`src/sv/ptts_pkg.sv`:
```
`default_nettype none

package ptts_pkg;

    // Default table geometry.
    localparam int DEF_TASK_SLOTS = 32;
    localparam int DEF_PRIO_BITS  = 8;

    // Depth of the queues on either side of the executor.
    localparam int QUEUE_DEPTH = 2;

    // Command opcodes.
    localparam logic [1:0] OP_RESET  = 2'd0;
    localparam logic [1:0] OP_CREATE = 2'd1;
    localparam logic [1:0] OP_SET    = 2'd2;
    localparam logic [1:0] OP_GET    = 2'd3;

    // Result status codes.
    localparam logic [1:0] STAT_OK   = 2'd0;
    localparam logic [1:0] STAT_FULL = 2'd1;
    localparam logic [1:0] STAT_BAD  = 2'd2;

    // Task states with a scheduling meaning.
    localparam logic [1:0] TS_READY   = 2'd0;
    localparam logic [1:0] TS_RUNNING = 2'd1;

    // A classified command on its way to the executor.
    typedef struct packed {
        logic [1:0] op;
        logic [4:0] slot;
        logic [7:0] prio;
        logic [1:0] new_state;
        logic       bad;
    } cmd_t;

    // One result transaction.
    typedef struct packed {
        logic [1:0] status;
        logic [4:0] slot_out;
        logic [1:0] state_out;
        logic       running_valid;
        logic [4:0] running_slot;
    } res_t;

endpackage

`default_nettype wire

```
`src/sv/ptts_fifo.sv`:
```
`default_nettype none

module ptts_fifo
    import ptts_pkg::*;
#(
    parameter int WIDTH = 8,
    parameter int DEPTH = QUEUE_DEPTH
)
(
    input  wire logic             clk,
    input  wire logic             rst_n,
    input  wire logic             push,
    output logic                  full,
    input  wire logic [WIDTH-1:0] din,
    output logic                  empty,
    input  wire logic             pop,
    output logic      [WIDTH-1:0] dout
);

    localparam int PTR_W = (DEPTH > 1) ? $clog2(DEPTH) : 1;
    localparam int CNT_W = $clog2(DEPTH + 1);

    logic [WIDTH-1:0] mem [DEPTH];
    logic [PTR_W-1:0] wr_ptr_reg;
    logic [PTR_W-1:0] wr_ptr_next;
    logic [PTR_W-1:0] rd_ptr_reg;
    logic [PTR_W-1:0] rd_ptr_next;
    logic [CNT_W-1:0] count_reg;
    logic [CNT_W-1:0] count_next;
    logic             do_wr;
    logic             do_rd;

    assign full  = (count_reg == CNT_W'(DEPTH));
    assign empty = (count_reg == '0);
    assign do_wr = push && !full;
    assign do_rd = pop && !empty;
    assign dout  = mem[rd_ptr_reg];

    always_comb
    begin
        wr_ptr_next = wr_ptr_reg;
        rd_ptr_next = rd_ptr_reg;
        count_next  = count_reg;
        if (do_wr)
        begin
            wr_ptr_next = (wr_ptr_reg == PTR_W'(DEPTH - 1)) ? '0 : wr_ptr_reg + 1'b1;
        end
        if (do_rd)
        begin
            rd_ptr_next = (rd_ptr_reg == PTR_W'(DEPTH - 1)) ? '0 : rd_ptr_reg + 1'b1;
        end
        if (do_wr && !do_rd)
        begin
            count_next = count_reg + 1'b1;
        end
        else if (do_rd && !do_wr)
        begin
            count_next = count_reg - 1'b1;
        end
    end

    always_ff @(posedge clk)
    begin
        if (do_wr)
        begin
            mem[wr_ptr_reg] <= din;
        end
    end

    always_ff @(posedge clk or negedge rst_n)
    begin
        if (!rst_n)
        begin
            wr_ptr_reg <= '0;
            rd_ptr_reg <= '0;
            count_reg  <= '0;
        end
        else
        begin
            wr_ptr_reg <= wr_ptr_next;
            rd_ptr_reg <= rd_ptr_next;
            count_reg  <= count_next;
        end
    end

endmodule

`default_nettype wire

```
`src/sv/ptts_front.sv`:
```
`default_nettype none

module ptts_front
    import ptts_pkg::*;
#(
    parameter int TASK_SLOTS = DEF_TASK_SLOTS
)
(
    input  wire logic [1:0] opcode,
    input  wire logic [4:0] slot,
    input  wire logic [7:0] prio,
    input  wire logic [1:0] new_state,
    output cmd_t            cmd
);

    logic addressed;
    logic out_of_range;
    logic asks_running;

    // Requests that can be refused without looking at the table.
    assign addressed    = (opcode == OP_SET) || (opcode == OP_GET);
    assign out_of_range = (32'(slot) >= 32'(TASK_SLOTS));
    assign asks_running = (opcode == OP_SET) && (new_state == TS_RUNNING);

    always_comb
    begin
        cmd.op        = opcode;
        cmd.slot      = slot;
        cmd.prio      = prio;
        cmd.new_state = new_state;
        cmd.bad       = (addressed && out_of_range) || asks_running;
    end

endmodule

`default_nettype wire

```
`src/sv/ptts_exec.sv`:
```
`default_nettype none

module ptts_exec
    import ptts_pkg::*;
#(
    parameter int TASK_SLOTS = DEF_TASK_SLOTS,
    parameter int PRIO_BITS  = DEF_PRIO_BITS
)
(
    input  wire logic clk,
    input  wire logic rst_n,
    input  wire cmd_t cmd,
    input  wire logic cmd_empty,
    output logic      cmd_pop,
    output res_t      res,
    output logic      res_push,
    input  wire logic res_full
);

    localparam int SLOT_W = $clog2(TASK_SLOTS);
    localparam logic [SLOT_W-1:0] LAST_SLOT = SLOT_W'(TASK_SLOTS - 1);

    localparam logic [2:0] S_IDLE  = 3'd0;
    localparam logic [2:0] S_FIND  = 3'd1;
    localparam logic [2:0] S_RDST  = 3'd2;
    localparam logic [2:0] S_SCAN  = 3'd3;
    localparam logic [2:0] S_DRAIN = 3'd4;
    localparam logic [2:0] S_FINAL = 3'd5;
    localparam logic [2:0] S_DONE  = 3'd6;

    // Task state and priority tables.
    logic [1:0]           st_mem [TASK_SLOTS];
    logic [PRIO_BITS-1:0] pr_mem [TASK_SLOTS];
    logic [1:0]           st_q;
    logic [PRIO_BITS-1:0] pr_q;
    logic                 st_we;
    logic [SLOT_W-1:0]    st_wa;
    logic [1:0]           st_wd;
    logic                 pr_we;
    logic                 rd_en;
    logic [SLOT_W-1:0]    rd_addr;

    logic [2:0]            state_reg,     state_next;
    logic [1:0]            op_reg,        op_next;
    logic [1:0]            ns_reg,        ns_next;
    logic [PRIO_BITS-1:0]  prio_reg,      prio_next;
    logic [SLOT_W-1:0]     target_reg,    target_next;
    logic [SLOT_W-1:0]     idx_reg,       idx_next;
    logic                  p_vld_reg,     p_vld_next;
    logic [SLOT_W-1:0]     p_idx_reg,     p_idx_next;
    logic                  found_reg,     found_next;
    logic [SLOT_W-1:0]     best_reg,      best_next;
    logic [PRIO_BITS-1:0]  best_prio_reg, best_prio_next;
    logic [TASK_SLOTS-1:0] used_reg,      used_next;
    logic                  run_valid_reg, run_valid_next;
    logic [SLOT_W-1:0]     run_slot_reg,  run_slot_next;
    logic [1:0]            status_reg,    status_next;
    logic [4:0]            sout_reg,      sout_next;
    logic [1:0]            stout_reg,     stout_next;

    logic [31:0]       slot_ext;
    logic [SLOT_W-1:0] cmd_idx;
    logic [31:0]       prio_ext;
    logic [31:0]       idx_ext;
    logic [31:0]       run_ext;
    logic              p_used;

    assign slot_ext = 32'(cmd.slot);
    assign cmd_idx  = slot_ext[SLOT_W-1:0];
    assign prio_ext = 32'(cmd.prio);
    assign idx_ext  = 32'(idx_reg);
    assign run_ext  = 32'(run_slot_reg);
    assign p_used   = used_reg[p_idx_reg];

    assign res.status        = status_reg;
    assign res.slot_out      = sout_reg;
    assign res.state_out     = stout_reg;
    assign res.running_valid = run_valid_reg;
    assign res.running_slot  = run_ext[4:0];

    always_comb
    begin
        state_next     = state_reg;
        op_next        = op_reg;
        ns_next        = ns_reg;
        prio_next      = prio_reg;
        target_next    = target_reg;
        idx_next       = idx_reg;
        p_vld_next     = 1'b0;
        p_idx_next     = p_idx_reg;
        found_next     = found_reg;
        best_next      = best_reg;
        best_prio_next = best_prio_reg;
        used_next      = used_reg;
        run_valid_next = run_valid_reg;
        run_slot_next  = run_slot_reg;
        status_next    = status_reg;
        sout_next      = sout_reg;
        stout_next     = stout_reg;
        st_we          = 1'b0;
        st_wa          = idx_reg;
        st_wd          = TS_READY;
        pr_we          = 1'b0;
        rd_en          = 1'b0;
        rd_addr        = cmd_idx;
        cmd_pop        = 1'b0;
        res_push       = 1'b0;

        case (state_reg)
            S_IDLE:
            begin
                rd_en = 1'b1;
                if (!cmd_empty)
                begin
                    cmd_pop     = 1'b1;
                    op_next     = cmd.op;
                    ns_next     = cmd.new_state;
                    prio_next   = prio_ext[PRIO_BITS-1:0];
                    target_next = cmd_idx;
                    sout_next   = cmd.slot;
                    stout_next  = '0;
                    status_next = STAT_OK;
                    if (cmd.bad)
                    begin
                        status_next = STAT_BAD;
                        state_next  = S_DONE;
                    end
                    else
                    begin
                        case (cmd.op)
                            OP_RESET:
                            begin
                                used_next      = '0;
                                run_valid_next = 1'b0;
                                run_slot_next  = '0;
                                sout_next      = '0;
                                state_next     = S_DONE;
                            end
                            OP_CREATE:
                            begin
                                idx_next   = '0;
                                sout_next  = '0;
                                state_next = S_FIND;
                            end
                            default:
                            begin
                                if (!used_reg[cmd_idx])
                                begin
                                    status_next = STAT_BAD;
                                    state_next  = S_DONE;
                                end
                                else
                                begin
                                    state_next = S_RDST;
                                end
                            end
                        endcase
                    end
                end
            end
            S_FIND:
            begin
                if (!used_reg[idx_reg])
                begin
                    used_next[idx_reg] = 1'b1;
                    st_we       = 1'b1;
                    st_wa       = idx_reg;
                    st_wd       = TS_READY;
                    pr_we       = 1'b1;
                    target_next = idx_reg;
                    sout_next   = idx_ext[4:0];
                    stout_next  = TS_READY;
                    found_next  = 1'b0;
                    idx_next    = '0;
                    state_next  = S_SCAN;
                end
                else if (idx_reg == LAST_SLOT)
                begin
                    status_next = STAT_FULL;
                    state_next  = S_DONE;
                end
                else
                begin
                    idx_next = idx_reg + 1'b1;
                end
            end
            S_RDST:
            begin
                if (op_reg == OP_GET)
                begin
                    stout_next = st_q;
                    state_next = S_DONE;
                end
                else if (st_q == ns_reg)
                begin
                    stout_next = ns_reg;
                    state_next = S_DONE;
                end
                else
                begin
                    st_we      = 1'b1;
                    st_wa      = target_reg;
                    st_wd      = ns_reg;
                    stout_next = ns_reg;
                    found_next = 1'b0;
                    idx_next   = '0;
                    state_next = S_SCAN;
                end
            end
            S_SCAN:
            begin
                rd_en      = 1'b1;
                rd_addr    = idx_reg;
                p_vld_next = 1'b1;
                p_idx_next = idx_reg;
                if (idx_reg == LAST_SLOT)
                begin
                    state_next = S_DRAIN;
                end
                else
                begin
                    idx_next = idx_reg + 1'b1;
                end
            end
            S_DRAIN:
            begin
                state_next = S_FINAL;
            end
            S_FINAL:
            begin
                if (found_reg)
                begin
                    st_we = 1'b1;
                    st_wa = best_reg;
                    st_wd = TS_RUNNING;
                    if (best_reg == target_reg)
                    begin
                        stout_next = TS_RUNNING;
                    end
                end
                run_valid_next = found_reg;
                run_slot_next  = found_reg ? best_reg : '0;
                state_next     = S_DONE;
            end
            S_DONE:
            begin
                if (!res_full)
                begin
                    res_push   = 1'b1;
                    state_next = S_IDLE;
                end
            end
            default:
            begin
                state_next = S_IDLE;
            end
        endcase

        // Scan evaluation, one slot behind the read: demote a running task
        // and track the best ready candidate. Only active in SCAN and DRAIN.
        if (p_vld_reg && p_used)
        begin
            if (st_q == TS_RUNNING)
            begin
                st_we = 1'b1;
                st_wa = p_idx_reg;
                st_wd = TS_READY;
            end
            if ((st_q == TS_READY) || (st_q == TS_RUNNING))
            begin
                if (!found_reg || (pr_q > best_prio_reg))
                begin
                    found_next     = 1'b1;
                    best_next      = p_idx_reg;
                    best_prio_next = pr_q;
                end
            end
        end
    end

    always_ff @(posedge clk)
    begin
        if (st_we)
        begin
            st_mem[st_wa] <= st_wd;
        end
        if (pr_we)
        begin
            pr_mem[idx_reg] <= prio_reg;
        end
        if (rd_en)
        begin
            st_q <= st_mem[rd_addr];
            pr_q <= pr_mem[rd_addr];
        end
    end

    always_ff @(posedge clk or negedge rst_n)
    begin
        if (!rst_n)
        begin
            state_reg     <= S_IDLE;
            op_reg        <= OP_RESET;
            ns_reg        <= TS_READY;
            prio_reg      <= '0;
            target_reg    <= '0;
            idx_reg       <= '0;
            p_vld_reg     <= 1'b0;
            p_idx_reg     <= '0;
            found_reg     <= 1'b0;
            best_reg      <= '0;
            best_prio_reg <= '0;
            used_reg      <= '0;
            run_valid_reg <= 1'b0;
            run_slot_reg  <= '0;
            status_reg    <= STAT_OK;
            sout_reg      <= '0;
            stout_reg     <= '0;
        end
        else
        begin
            state_reg     <= state_next;
            op_reg        <= op_next;
            ns_reg        <= ns_next;
            prio_reg      <= prio_next;
            target_reg    <= target_next;
            idx_reg       <= idx_next;
            p_vld_reg     <= p_vld_next;
            p_idx_reg     <= p_idx_next;
            found_reg     <= found_next;
            best_reg      <= best_next;
            best_prio_reg <= best_prio_next;
            used_reg      <= used_next;
            run_valid_reg <= run_valid_next;
            run_slot_reg  <= run_slot_next;
            status_reg    <= status_next;
            sout_reg      <= sout_next;
            stout_reg     <= stout_next;
        end
    end

endmodule

`default_nettype wire

```
`src/sv/priority_task_table_scheduler.sv`:
```
// Fixed-priority task table. Each command transaction (reset table, create
// task, set task state, get task state) yields exactly one result transaction,
// in order. Commands enter through a two-entry command queue after a front
// stage has refused the requests that need no table lookup; a single executor
// then works through them one at a time, and results leave through a two-entry
// result queue, so either side may stall without holding up the other. A
// create probes the slots from the lowest upward for the first free one, and
// both a successful create and a set-state that changes a state run a
// scheduling pass, which reads the state and priority tables one slot per
// cycle through their single read port. Priorities keep their low PRIO_BITS
// bits; slot numbers on the result ports carry the low five bits of the
// index. The in-use marks clear at reset; the state and priority tables
// need no clearing, since an entry is only read while its slot is in use.
`default_nettype none

module priority_task_table_scheduler
    import ptts_pkg::*;
#(
    parameter int TASK_SLOTS = DEF_TASK_SLOTS,
    parameter int PRIO_BITS  = DEF_PRIO_BITS
)
(
    input  wire logic       clk,
    input  wire logic       rst_n,
    input  wire logic       push,
    output logic            full,
    input  wire logic [1:0] opcode,
    input  wire logic [4:0] slot,
    input  wire logic [7:0] prio,
    input  wire logic [1:0] new_state,
    output logic            empty,
    input  wire logic       pop,
    output logic      [1:0] status,
    output logic      [4:0] slot_out,
    output logic      [1:0] state_out,
    output logic            running_valid,
    output logic      [4:0] running_slot
);

    cmd_t cmd_in;
    cmd_t cmd_q;
    logic cmd_empty;
    logic cmd_pop;
    res_t res_d;
    res_t res_q;
    logic res_push;
    logic res_full;

    // Front: classify the incoming transaction.
    ptts_front #(
        .TASK_SLOTS (TASK_SLOTS)
    ) u_front (
        .opcode    (opcode),
        .slot      (slot),
        .prio      (prio),
        .new_state (new_state),
        .cmd       (cmd_in)
    );

    // Command queue between the front and the executor.
    ptts_fifo #(
        .WIDTH ($bits(cmd_t)),
        .DEPTH (QUEUE_DEPTH)
    ) u_cmd_q (
        .clk   (clk),
        .rst_n (rst_n),
        .push  (push),
        .full  (full),
        .din   (cmd_in),
        .empty (cmd_empty),
        .pop   (cmd_pop),
        .dout  (cmd_q)
    );

    // Back: owns the task table and runs the scheduling passes.
    ptts_exec #(
        .TASK_SLOTS (TASK_SLOTS),
        .PRIO_BITS  (PRIO_BITS)
    ) u_exec (
        .clk       (clk),
        .rst_n     (rst_n),
        .cmd       (cmd_q),
        .cmd_empty (cmd_empty),
        .cmd_pop   (cmd_pop),
        .res       (res_d),
        .res_push  (res_push),
        .res_full  (res_full)
    );

    // Result queue toward the consumer.
    ptts_fifo #(
        .WIDTH ($bits(res_t)),
        .DEPTH (QUEUE_DEPTH)
    ) u_res_q (
        .clk   (clk),
        .rst_n (rst_n),
        .push  (res_push),
        .full  (res_full),
        .din   (res_d),
        .empty (empty),
        .pop   (pop),
        .dout  (res_q)
    );

    assign status        = res_q.status;
    assign slot_out      = res_q.slot_out;
    assign state_out     = res_q.state_out;
    assign running_valid = res_q.running_valid;
    assign running_slot  = res_q.running_slot;

endmodule

`default_nettype wire

```
`config.mk`:
```
export PLATFORM = sky130hd
export DESIGN_NAME = priority_task_table_scheduler
export DESIGN_NICKNAME = d
export VERILOG_FILES = /design/src/sv/ptts_pkg.sv /design/src/sv/ptts_fifo.sv /design/src/sv/ptts_front.sv /design/src/sv/ptts_exec.sv /design/src/sv/priority_task_table_scheduler.sv
export SDC_FILE = /design/constraint.sdc
export NUM_CORES = 1
export LEC_CHECK = 0
export CAP_MARGIN = 30
export CORE_AREA = 10 10 228 230
export DETAILED_ROUTE_END_ITERATION = 10
export DIE_AREA = 0 0 238 240
export DONT_BUFFER_PORTS = 1
export PLACE_DENSITY_LB_ADDON = 0.1
export SYNTH_ARGS = -nofsm -noshare
export SYNTH_HDL_FRONTEND = slang
export SYNTH_SLANG_ARGS = --single-unit
```
`constraint.sdc`:
```
create_clock -name clk -period 6.4 [get_ports clk]
set_input_delay 0.32 -clock clk [delete_from_list [all_inputs] [get_ports clk]]
set_output_delay 0.32 -clock clk [all_outputs]
set_load 0.02 [all_outputs]
```
== Word-level counts from Yosys, hierarchy flattened ==
Memories as Yosys holds them, arrays and structs flattened. A register that Yosys moved wholly into a read port is not among the register bits.
Index checks and enable logic that the tools add are counted.
Widths: inputs -> output; s select.

* Register bits: 100
* Bits in writable memories: 386
* Input port bits: 21
* Output and inout bits: 17
* Logic and storage cells: 228
* Memories: 4

* $add $sub $neg: 9
* Magnitude comparators: 5
* Eq/ne operators: 30
* Muxes and demuxes: 111
* Bitwise logic cells: 2
* Reduce and logical (&&, ||, !) cells: 44

{| class="wikitable"
|+ Memory list
! name !! words !! width !! read ports !! clocked after Yosys merged registers in !! write ports !! line !! RTL
|-
| u_exec.pr_mem || 32 || 8 || 1 || 1 || 1 || ptts_exec.sv:33 || <nowiki>logic [PRIO_BITS-1:0] pr_mem [TASK_SLOTS];</nowiki>
|-
| u_exec.st_mem || 32 || 2 || 1 || 1 || 1 || ptts_exec.sv:32 || <nowiki>logic [1:0] st_mem [TASK_SLOTS];</nowiki>
|-
| u_cmd_q.mem || 2 || 18 || 1 || 0 || 1 || ptts_fifo.sv:23 || <nowiki>logic [WIDTH-1:0] mem [DEPTH];</nowiki>
|-
| u_res_q.mem || 2 || 15 || 1 || 0 || 1 || ptts_fifo.sv:23 ||
|}

{| class="wikitable"
|+ Operators by type and width
! cell !! number
|-
| $mux 32 || 4
|-
| $mux 5 || 22
|-
| $pmux 32 s2 || 1
|-
| $pmux 5 s2 || 4
|-
| $mux 1 || 39
|-
| $mux 2 || 19
|-
| $or 32x32->32 || 1
|-
| $mux 3 || 9
|-
| $pmux 3 s7 || 1
|-
| $pmux 5 s4 || 1
|-
| $lt 5x6->1 const B || 3
|-
| $ne 2x2->1 const B || 8
|-
| $bmux 1 s5 || 3
|-
| $reduce_and 4->1 || 3
|-
| $logic_and 1x1->1 || 11
|-
| $ne 2x1->1 const B || 5
|-
| $reduce_and 5->1 || 2
|-
| $eq 3x3->1 const B || 3
|-
| $logic_not 1->1 || 9
|-
| $eq 2x2->1 const B || 4
|-
| $gt 8x8->1 || 1
|-
| $logic_not 2->1 || 4
|-
| $pmux 2 s2 || 2
|-
| $pmux 2 s4 || 1
|-
| 25 further kinds || 41
|}

== Depth between registers and ports, before layout ==
Gate-level depths: netlist of run 1.

* Depth in word-level cells: 8
* Depth in mapped cells: 11
* Mapped depth without buffers: 9

== Hierarchy ==
From an unflattened synthesis of run 1, not the netlist that was laid out.

* Cell total of the unflattened synthesis: 1656
* Area total of the unflattened synthesis: 21883.5 um^2

{| class="wikitable"
|+ Modules (own cells, without submodules)
! module !! instances !! cells an instance !! area an instance (um^2) !! sequential area each (um^2)
|-
| ptts_exec || 1 || 1496 || 18859.3 || 12211.7
|-
| ptts_fifo at u_cmd_q || 1 || 75 || 1545.2 || 1181.1
|-
| ptts_fifo at u_res_q || 1 || 66 || 1331.3 || 1001.0
|-
| ptts_front || 1 || 19 || 147.6 || 0.0
|}

== Worst setup path after synthesis of run 1 ==
OpenSTA, ideal clock, no wires.

* Path kind: register to register
* Start: reg u_exec.idx_reg[0]
* End: mem u_exec.pr_mem[0][0] (netlist name), enable pin
* Setup time: 0.370 ns
* Data arrival time: 2.610 ns
* Data required time: 6.030 ns
* Slack: 3.420 ns
* Stages on the path, launching flop included: 12
* Buffers on the path: 4
* Period minus slack after synthesis: 2.980 ns
* Cell sequence: dfrtp_1 > buf_2 > buf_6 > buf_2 > mux2i_1 > nand3_1 > a211oi_1 > a2111oi_4 > nor2_1 > buf_2 > nand2_1 > nor2_1

* Cells in the longest elaborated chain, start to end: 6

{| class="wikitable"
|+ Ends and longest elaborated chain
! item !! line !! RTL
|-
| start: declaration || ptts_exec.sv:48 || <nowiki>logic [SLOT_W-1:0] idx_reg, idx_next;</nowiki>
|-
| start signal: assignment || ptts_exec.sv:327 || <nowiki>idx_reg <= idx_next;</nowiki>
|-
| $bmux 1 s5 || ptts_exec.sv:163 || <nowiki>if (!used_reg[idx_reg])</nowiki>
|-
| $mux 1 (not written as such) || ptts_exec.sv:163 ||
|-
| $mux 1 || ptts_exec.sv:163 ||
|-
| $mux 1 || ptts_exec.sv:109 || <nowiki>case (state_reg)</nowiki>
|-
| $mux 1 || ptts_exec.sv:287 || <nowiki>if (pr_we)</nowiki>
|-
| $mux 1 (not written as such) || ptts_exec.sv:289 || <nowiki>pr_mem[idx_reg] <= prio_reg;</nowiki>
|-
| end: declaration || ptts_exec.sv:33 ||
|}

Several ways; a longest one is shown, not always the timed one. The select of a mux whose other input is x is not followed.

== Worst setup path in the final report of run 1 ==
* Start: reg u_exec.state_reg[0]
* End: mem u_exec.pr_mem[19][1] (netlist name), enable pin

* Cells in the longest elaborated chain, start to end: 4

{| class="wikitable"
|+ Ends and longest elaborated chain
! item !! line !! RTL
|-
| start: declaration || ptts_exec.sv:43 || <nowiki>logic [2:0] state_reg, state_next;</nowiki>
|-
| start signal: assignment || ptts_exec.sv:322 || <nowiki>state_reg <= state_next;</nowiki>
|-
| $eq 3x1->1 || ptts_exec.sv:109 ||
|-
| $mux 1 || ptts_exec.sv:109 ||
|-
| $mux 1 || ptts_exec.sv:287 ||
|-
| $mux 1 (not written as such) || ptts_exec.sv:289 ||
|}

Every way passes these cells.

==> results of run 1 <==
-- cell families after synthesis --
kind of cell | share of synthesized area, %
compound gates | 6.02
xor+xnor | 0.704
fa+ha+maj | 0.828
buf+inv | 2.17
flops | 68.1
mux | 14.1
simple gates | 8.08
-- worst paths after layout --
path	startpoint	end	slack [ns]	cells past startpoint
max reg2reg	u_exec.state_reg[0]$_DFFE_PN0P_	u_exec.pr_mem[19][1]$_DFFE_PP_	2.78	5
min	new_state[0]	u_cmd_q.mem[0][0]$_DFFE_PP_	0.04	1
min in group asynchronous	rst_n	u_exec.prio_reg[4]$_DFFE_PN0P_	0.24	2
min reg2reg	u_exec.sout_reg[0]$_DFFE_PN0P_	u_res_q.mem[1][8]$_DFFE_PP_	0.47	0
max	u_exec.state_reg[0]$_DFFE_PN0P_	u_exec.pr_mem[19][1]$_DFFE_PP_	2.78	5
max in group asynchronous	rst_n	u_cmd_q.wr_ptr_reg$_DFFE_PN0P_	5.65	2
-- routing by layer --
layer	global-route usage, %	vias to the layer above	part of all wire [%]
met1	22.8	5985	43
met4	5.18	0	2.5
li1	-	5404	-
met5	0	-	0
met3	3.09	85	4.6
met2	29.6	285	50
-- area by class of cell --
cell class	count	area, um2
fill	3966	23200
sequential	496	14400
multi-input combinational	773	6340
clock buffer	67	1430
tap	615	769
timing repair buffer	59	716
clock inverter	31	407
inverter	31	116
-- layout by cell type, fill, tap and decap left out, drive strengths merged, types with 31 or more instances in the layout --
| cell type | instances |
|---|---|
| mux2i | 50 |
| clkbuf | 67 |
| mux2 | 33 |
| dfrtp | 100 |
| o21ai | 42 |
| a31oi | 32 |
| inv | 31 |
| nand3 | 32 |
| buf | 38 |
| a21oi | 34 |
| mux4 | 94 |
| edfxtp | 396 |
| nand2 | 134 |
| nor2 | 124 |
-- power by group --
group | switching (W) | internal, W | leakage, nW
Combinational | 0.00225 | 0.00153 | 2.62
Sequential | 0.000368 | 0.00414 | 4.92
Clock | 0.00130 | 0.00187 | 0.873
-- metrics by stage --
stage / power [W] / hold slack [ns] / cell area [um2] / std cells
final: 0.0115 / 0.0417 / 24200 / 2072
after global routing: 0.0121 / 0.0162 / 24200 / 2072
after CTS: 0.0116 / 0.0133 / 24100 / 2071
after detailed placement: 0.00838 / 0.0286 / 22100 / 1951
after global placement: 0.00821 / 0.0289 / 21800 / 1942
after floorplan: 0.00704 / 0.0244 / 21100 / 1376
-- repair_timing --
action,in CTS,in global routing
endpoints found under the hold margin,138,0
hold buffers,22,0
gates resized for setup,0,0
==> results.md, run 1 <==
- Vias in the first global route: about 12000
- Core area: about 47000 um2
- Crit Path Class: flip-flop to flip-flop
- Synthesis warning total: 0
- Crit path top cell by count: nand2_1
- Most common library cells after synthesis: 396 x edfxtp_1, 134 x nand2_1, 124 x nor2_1
- Syn Area/Cell: 15.4 um2
- Worst path max stage delay: between 0.8 and 0.9 ns
- Pre-CTS setup slack: around 2.8 ns
- Hold crit path type: input port to flip-flop
- Top cell type's share of synthesized area: between 50% and 60%
- Peak supply drop: around 0.00035 V
- Required time of the critical path: 6.64 ns
- Share of layout cells above drive strength 1: a little under a fifth
- Primary FF master, synth: edfxtp_1
- Layout area overhead: 14.3%
- ANT cells: 0
- Post-route clock period utilization: 56.6%
- DP HPWL: 32400 um
- Cell-by-cell trace of the critical path: nor2b_1 -> nand2_1 -> nor2_2 -> nand2_1 -> nor2_1
- Wirelength, routed: slightly below 50000 um
- Synthesized instance count: between 1000 and 1500
- Initial DRC count: around 1000
- Register bit total from synthesis: 496
- GR Overflow Total: 0
- Routed len/inst: between 20 and 25 um
- Finish-stage setup viols: 0
- # rows: 80
- Netlist cell types: 66
- EDFF count, synth: roughly 400
- Die area: around 57000 um2
- Die X: about 240 um
- CTS Buffer Depth: 3
- Synth area leader: edfxtp_1
- Layout Skew: about 0.052 ns
- Critical path endpoint category: flip-flop
- CP arrival: 3.86 ns
- Post-CTS Setup Inserts: 0
- Initial DRT Pass Iterations: 8
- Root Buffer: clkbuf_16
- Rel. slew slack: ~33%
- Final min period: 3.62 ns
- TritonCTS clock tree: done
- Routed via count: 11800
- Vias per cell: 5.68
- DRT antenna net count: 0
- Largest net degree at the start of global routing: 101
- Setup WS post-layout: 2.78 ns
- Ys async rst share: 20.2%
- Max reg flops: approximately 260
- CTS Buf Count: 52
- I/O pins: 38
- Initial antenna violation count: 0
- Post-synth net total: ~1400
- Synth Cell Area: roughly 21000 um2
- Pwr dens: 474 nW/um2
- GRT Resource Usage Total: roughly 18%
- CP bufs+invs: 0
- RSZ-0062 raised after global routing: no
- Initial core utilization: ~45%
- Slew at the pin closest to its max-slew limit: between 1 and 1.5 ns
- Run status: complete, no violations
- Fmax: 276 MHz
- Final Util: approximately half
- GP Congestion: 0.847
- Worst-Skew Late Latency: 0.64 ns
- Final hold vios: 0
- Fin. max-slew vios: 0
- H-tree depth: 2
- Die height: around 240 um
- Top post-synthesis cells by area: edfxtp_1 56%, dfrtp_1 12%, mux4_2 10%, nand2_1 2.4%, mux2i_1 2.4%
- Sequential fraction of the synthesis area: between 60% and 70%
- Clk sinks: about 500
- # Max-Cap Violations: 0
- Slowest-stage cell, CP: nor2_1
- Port Buffer Count: 0
- Startpoint types: flip-flop
- P_leak: between 8 and 9 nW
- Drt drc: 0
- Total negative setup slack: 0 ns
- Final net count: ~1400
- Count leader, synth: edfxtp_1
- Reg clk slew, reported paths: around 0.06 ns
- CP delay by family, top: simple AND/OR/NAND/NOR gates
- First-pass GRT wire length: 76000 um
- CP max FO: 25
- Register name with the most flops: u_exec.pr_mem
- Largest regs: u_exec.pr_mem: 256 flops, u_exec.st_mem: 64 flops, u_cmd_q.mem: 36 flops
No activity file was read; power rests on OpenSTA's default activity.
==> run 2: changes to the inputs <==
==> constraint.sdc (replaced) <==
create_clock -name clk -period 3.25 [get_ports clk]
set_input_delay 0.1625 -clock clk [delete_from_list [all_inputs] [get_ports clk]]
set_output_delay 0.1625 -clock clk [all_outputs]
set_load 0.02 [all_outputs]
==> results.md, run 2 (synthesized netlist as in run 1, its figures left out) <==
- Final hold vios: 0
- Finished Cell Area: between 20000 and 25000 um2
- Most frequent cells in the layout: 396 x edfxtp_1, 134 x nand2_1, 122 x nor2_1
- Peak supply drop: between 0.0005 and 0.0006 V
- Slew at the pin closest to its max-slew limit: between 0.9 and 1 ns
- DRT antenna net count: 0
- Post-route clock period utilization: a little over nine tenths
- H-tree depth: 2
- CP max FO: 14
- Fin. max-slew vios: 0
- Rel. slew slack: between 30% and 40%
- Vias in the first global route: 12300
- Pre-CTS setup slack: 0.0845 ns
- # fillers: a little under 4000
- P_leak: approximately 8.6 nW
- Post-CTS Setup Inserts: 0
- Reg clk slew, reported paths: approximately 0.060 ns
- CTS Buffer Depth: 3
- Crit Path Class: flip-flop to flip-flop
- WHS: approximately 0.13 ns
- Run status: complete, no violations
- I/O pins: 38
- Share of layout cells above drive strength 1: between 20% and 30%
- # Max-Cap Violations: 0
- Clk sinks: between 400 and 500
- Max reg flops: ~260
- Multi-input gate area: between 6000 and 7000 um2
- Worst-Skew Late Latency: between 0.6 and 0.7 ns
- Drt drc: 0
- Initial DRT Pass Iterations: 5
- Register name with the most flops: u_exec.pr_mem
- Required time of the critical path: 3.46 ns
- Total negative setup slack: 0 ns
- Die height: approximately 240 um
- Routed via count: between 10000 and 15000
- Initial antenna violation count: 0
- GRT Resource Usage Total: a little under a fifth
- Finish-stage setup viols: 0
- Critical path endpoint category: flip-flop
- Routed len/inst: approximately 24 um
- Placed instance area: between 20000 and 25000 um2
- RSZ-0062 raised after global routing: no
- # rows: 80
- Final net count: 1514
- Port Buffer Count: 0
- Die area: 57100 um2
- Largest regs: u_exec.pr_mem: 256 flops, u_exec.st_mem: 64 flops, u_cmd_q.mem: 36 flops
- Hold crit path type: input port to async pin
- TritonCTS clock tree: done
- DP HPWL: about 34000 um
- Startpoint types: flip-flop
- CP arrival: approximately 3.3 ns
- Largest net degree at the start of global routing: 101
- Setup WS post-layout: approximately 0.12 ns
- Initial DRC count: 1061
- Final min period: 3.13 ns
- GR Overflow Total: 0
- CTS Buf Count: 52
- First-pass GRT wire length: around 79000 um
- Layout area overhead: 15.3%
- Wirelength, routed: 51600 um
- Vias per cell: 5.71
- Pwr dens: about 900 nW/um2
- ANT cells: 0
- Most common cell after layout, fill and taps aside: edfxtp_1
- Fmax: approximately 320 MHz
- Root Buffer: clkbuf_16
- Core area: roughly 47000 um2
- GP Congestion: 0.895
- Layout Skew: approximately 0.032 ns
- Initial core utilization: between 40% and 50%
- Die X: around 240 um
- Storage cell area: about 14000 um2
run 2: area by class of cell:
type / instances / share of cell area (%)
multi-input combinational: 773 / 26.0
tap: 615 / 3.16
timing repair buffer: 125 / 4.44
sequential: 496 / 59.1
clock inverter: 28 / 1.16
clock buffer: 68 / 5.67
inverter: 31 / 0.477
run 2: stage by stage:
| stage | total power (W) | cells | util (%) |
|---|---|---|---|
| finish | 0.0223 | 2136 | 51.5 |
| global route | 0.0235 | 2136 | 51.5 |
| CTS | 0.0225 | 2136 | 51.4 |
| detailed placement | 0.0166 | 2019 | 47.5 |
| global placement | 0.0166 | 2019 | 47.5 |
| floorplan | 0.0139 | 1376 | - |
run 2: power breakdown:
part / leakage, nW / internal [W] / switching, W / total, W
registers: 4.91 / 0.00817 / 0.000543 / 0.00872
logic: 2.91 / 0.00308 / 0.00473 / 0.00781
clock network: 0.804 / 0.00333 / 0.00249 / 0.00582
total: 8.63 / 0.0146 / 0.00777 / 0.0223
run 2: path summary, 6_finish.rpt:
kind / start / endpoint / slack [ns] / cells past startpoint
worst max-delay path: u_exec.idx_reg[4]$_DFFE_PN0P_ / u_exec.pr_mem[27][1]$_DFFE_PP_ / 0.12 / 7
worst min-delay path: rst_n / u_exec.prio_reg[3]$_DFFE_PN0P_ / 0.13 / 2
worst max register to register: u_exec.idx_reg[4]$_DFFE_PN0P_ / u_exec.pr_mem[27][1]$_DFFE_PP_ / 0.12 / 7
worst min register to register: u_exec.sout_reg[1]$_DFFE_PN0P_ / u_res_q.mem[1][9]$_DFFE_PP_ / 0.47 / 0
max in group asynchronous: rst_n / u_exec.p_idx_reg[1]$_DFFE_PN0P_ / 2.66 / 2
min in group clk: slot[0] / u_cmd_q.mem[1][11]$_DFFE_PP_ / 0.21 / 1
run 2: repair_timing:
item	4_1_cts	5_1_grt
setup endpoints to repair	0	64
hold endpoints to repair	140	0
hold buffers	21	0
resized for setup	0	4
run 2: metal layers:
metal	GRT usage [%]	share of wire (%)	up-vias
li1	-	-	5529
met4	4.95	2.2	0
met5	0	0	-
met3	3.00	4.6	76
met2	29.3	48	307
met1	25.1	45	6291
run 2: worst max-delay path, stage by stage, from the launching register on:
cell	delay [ns]
dfrtp_1	0.59
buf_4	0.31
nand3_1	0.10
a211oi_1	0.37
a2111oi_4	0.11
nor2_2	0.28
nand2_1	0.20
nor2_1	0.76
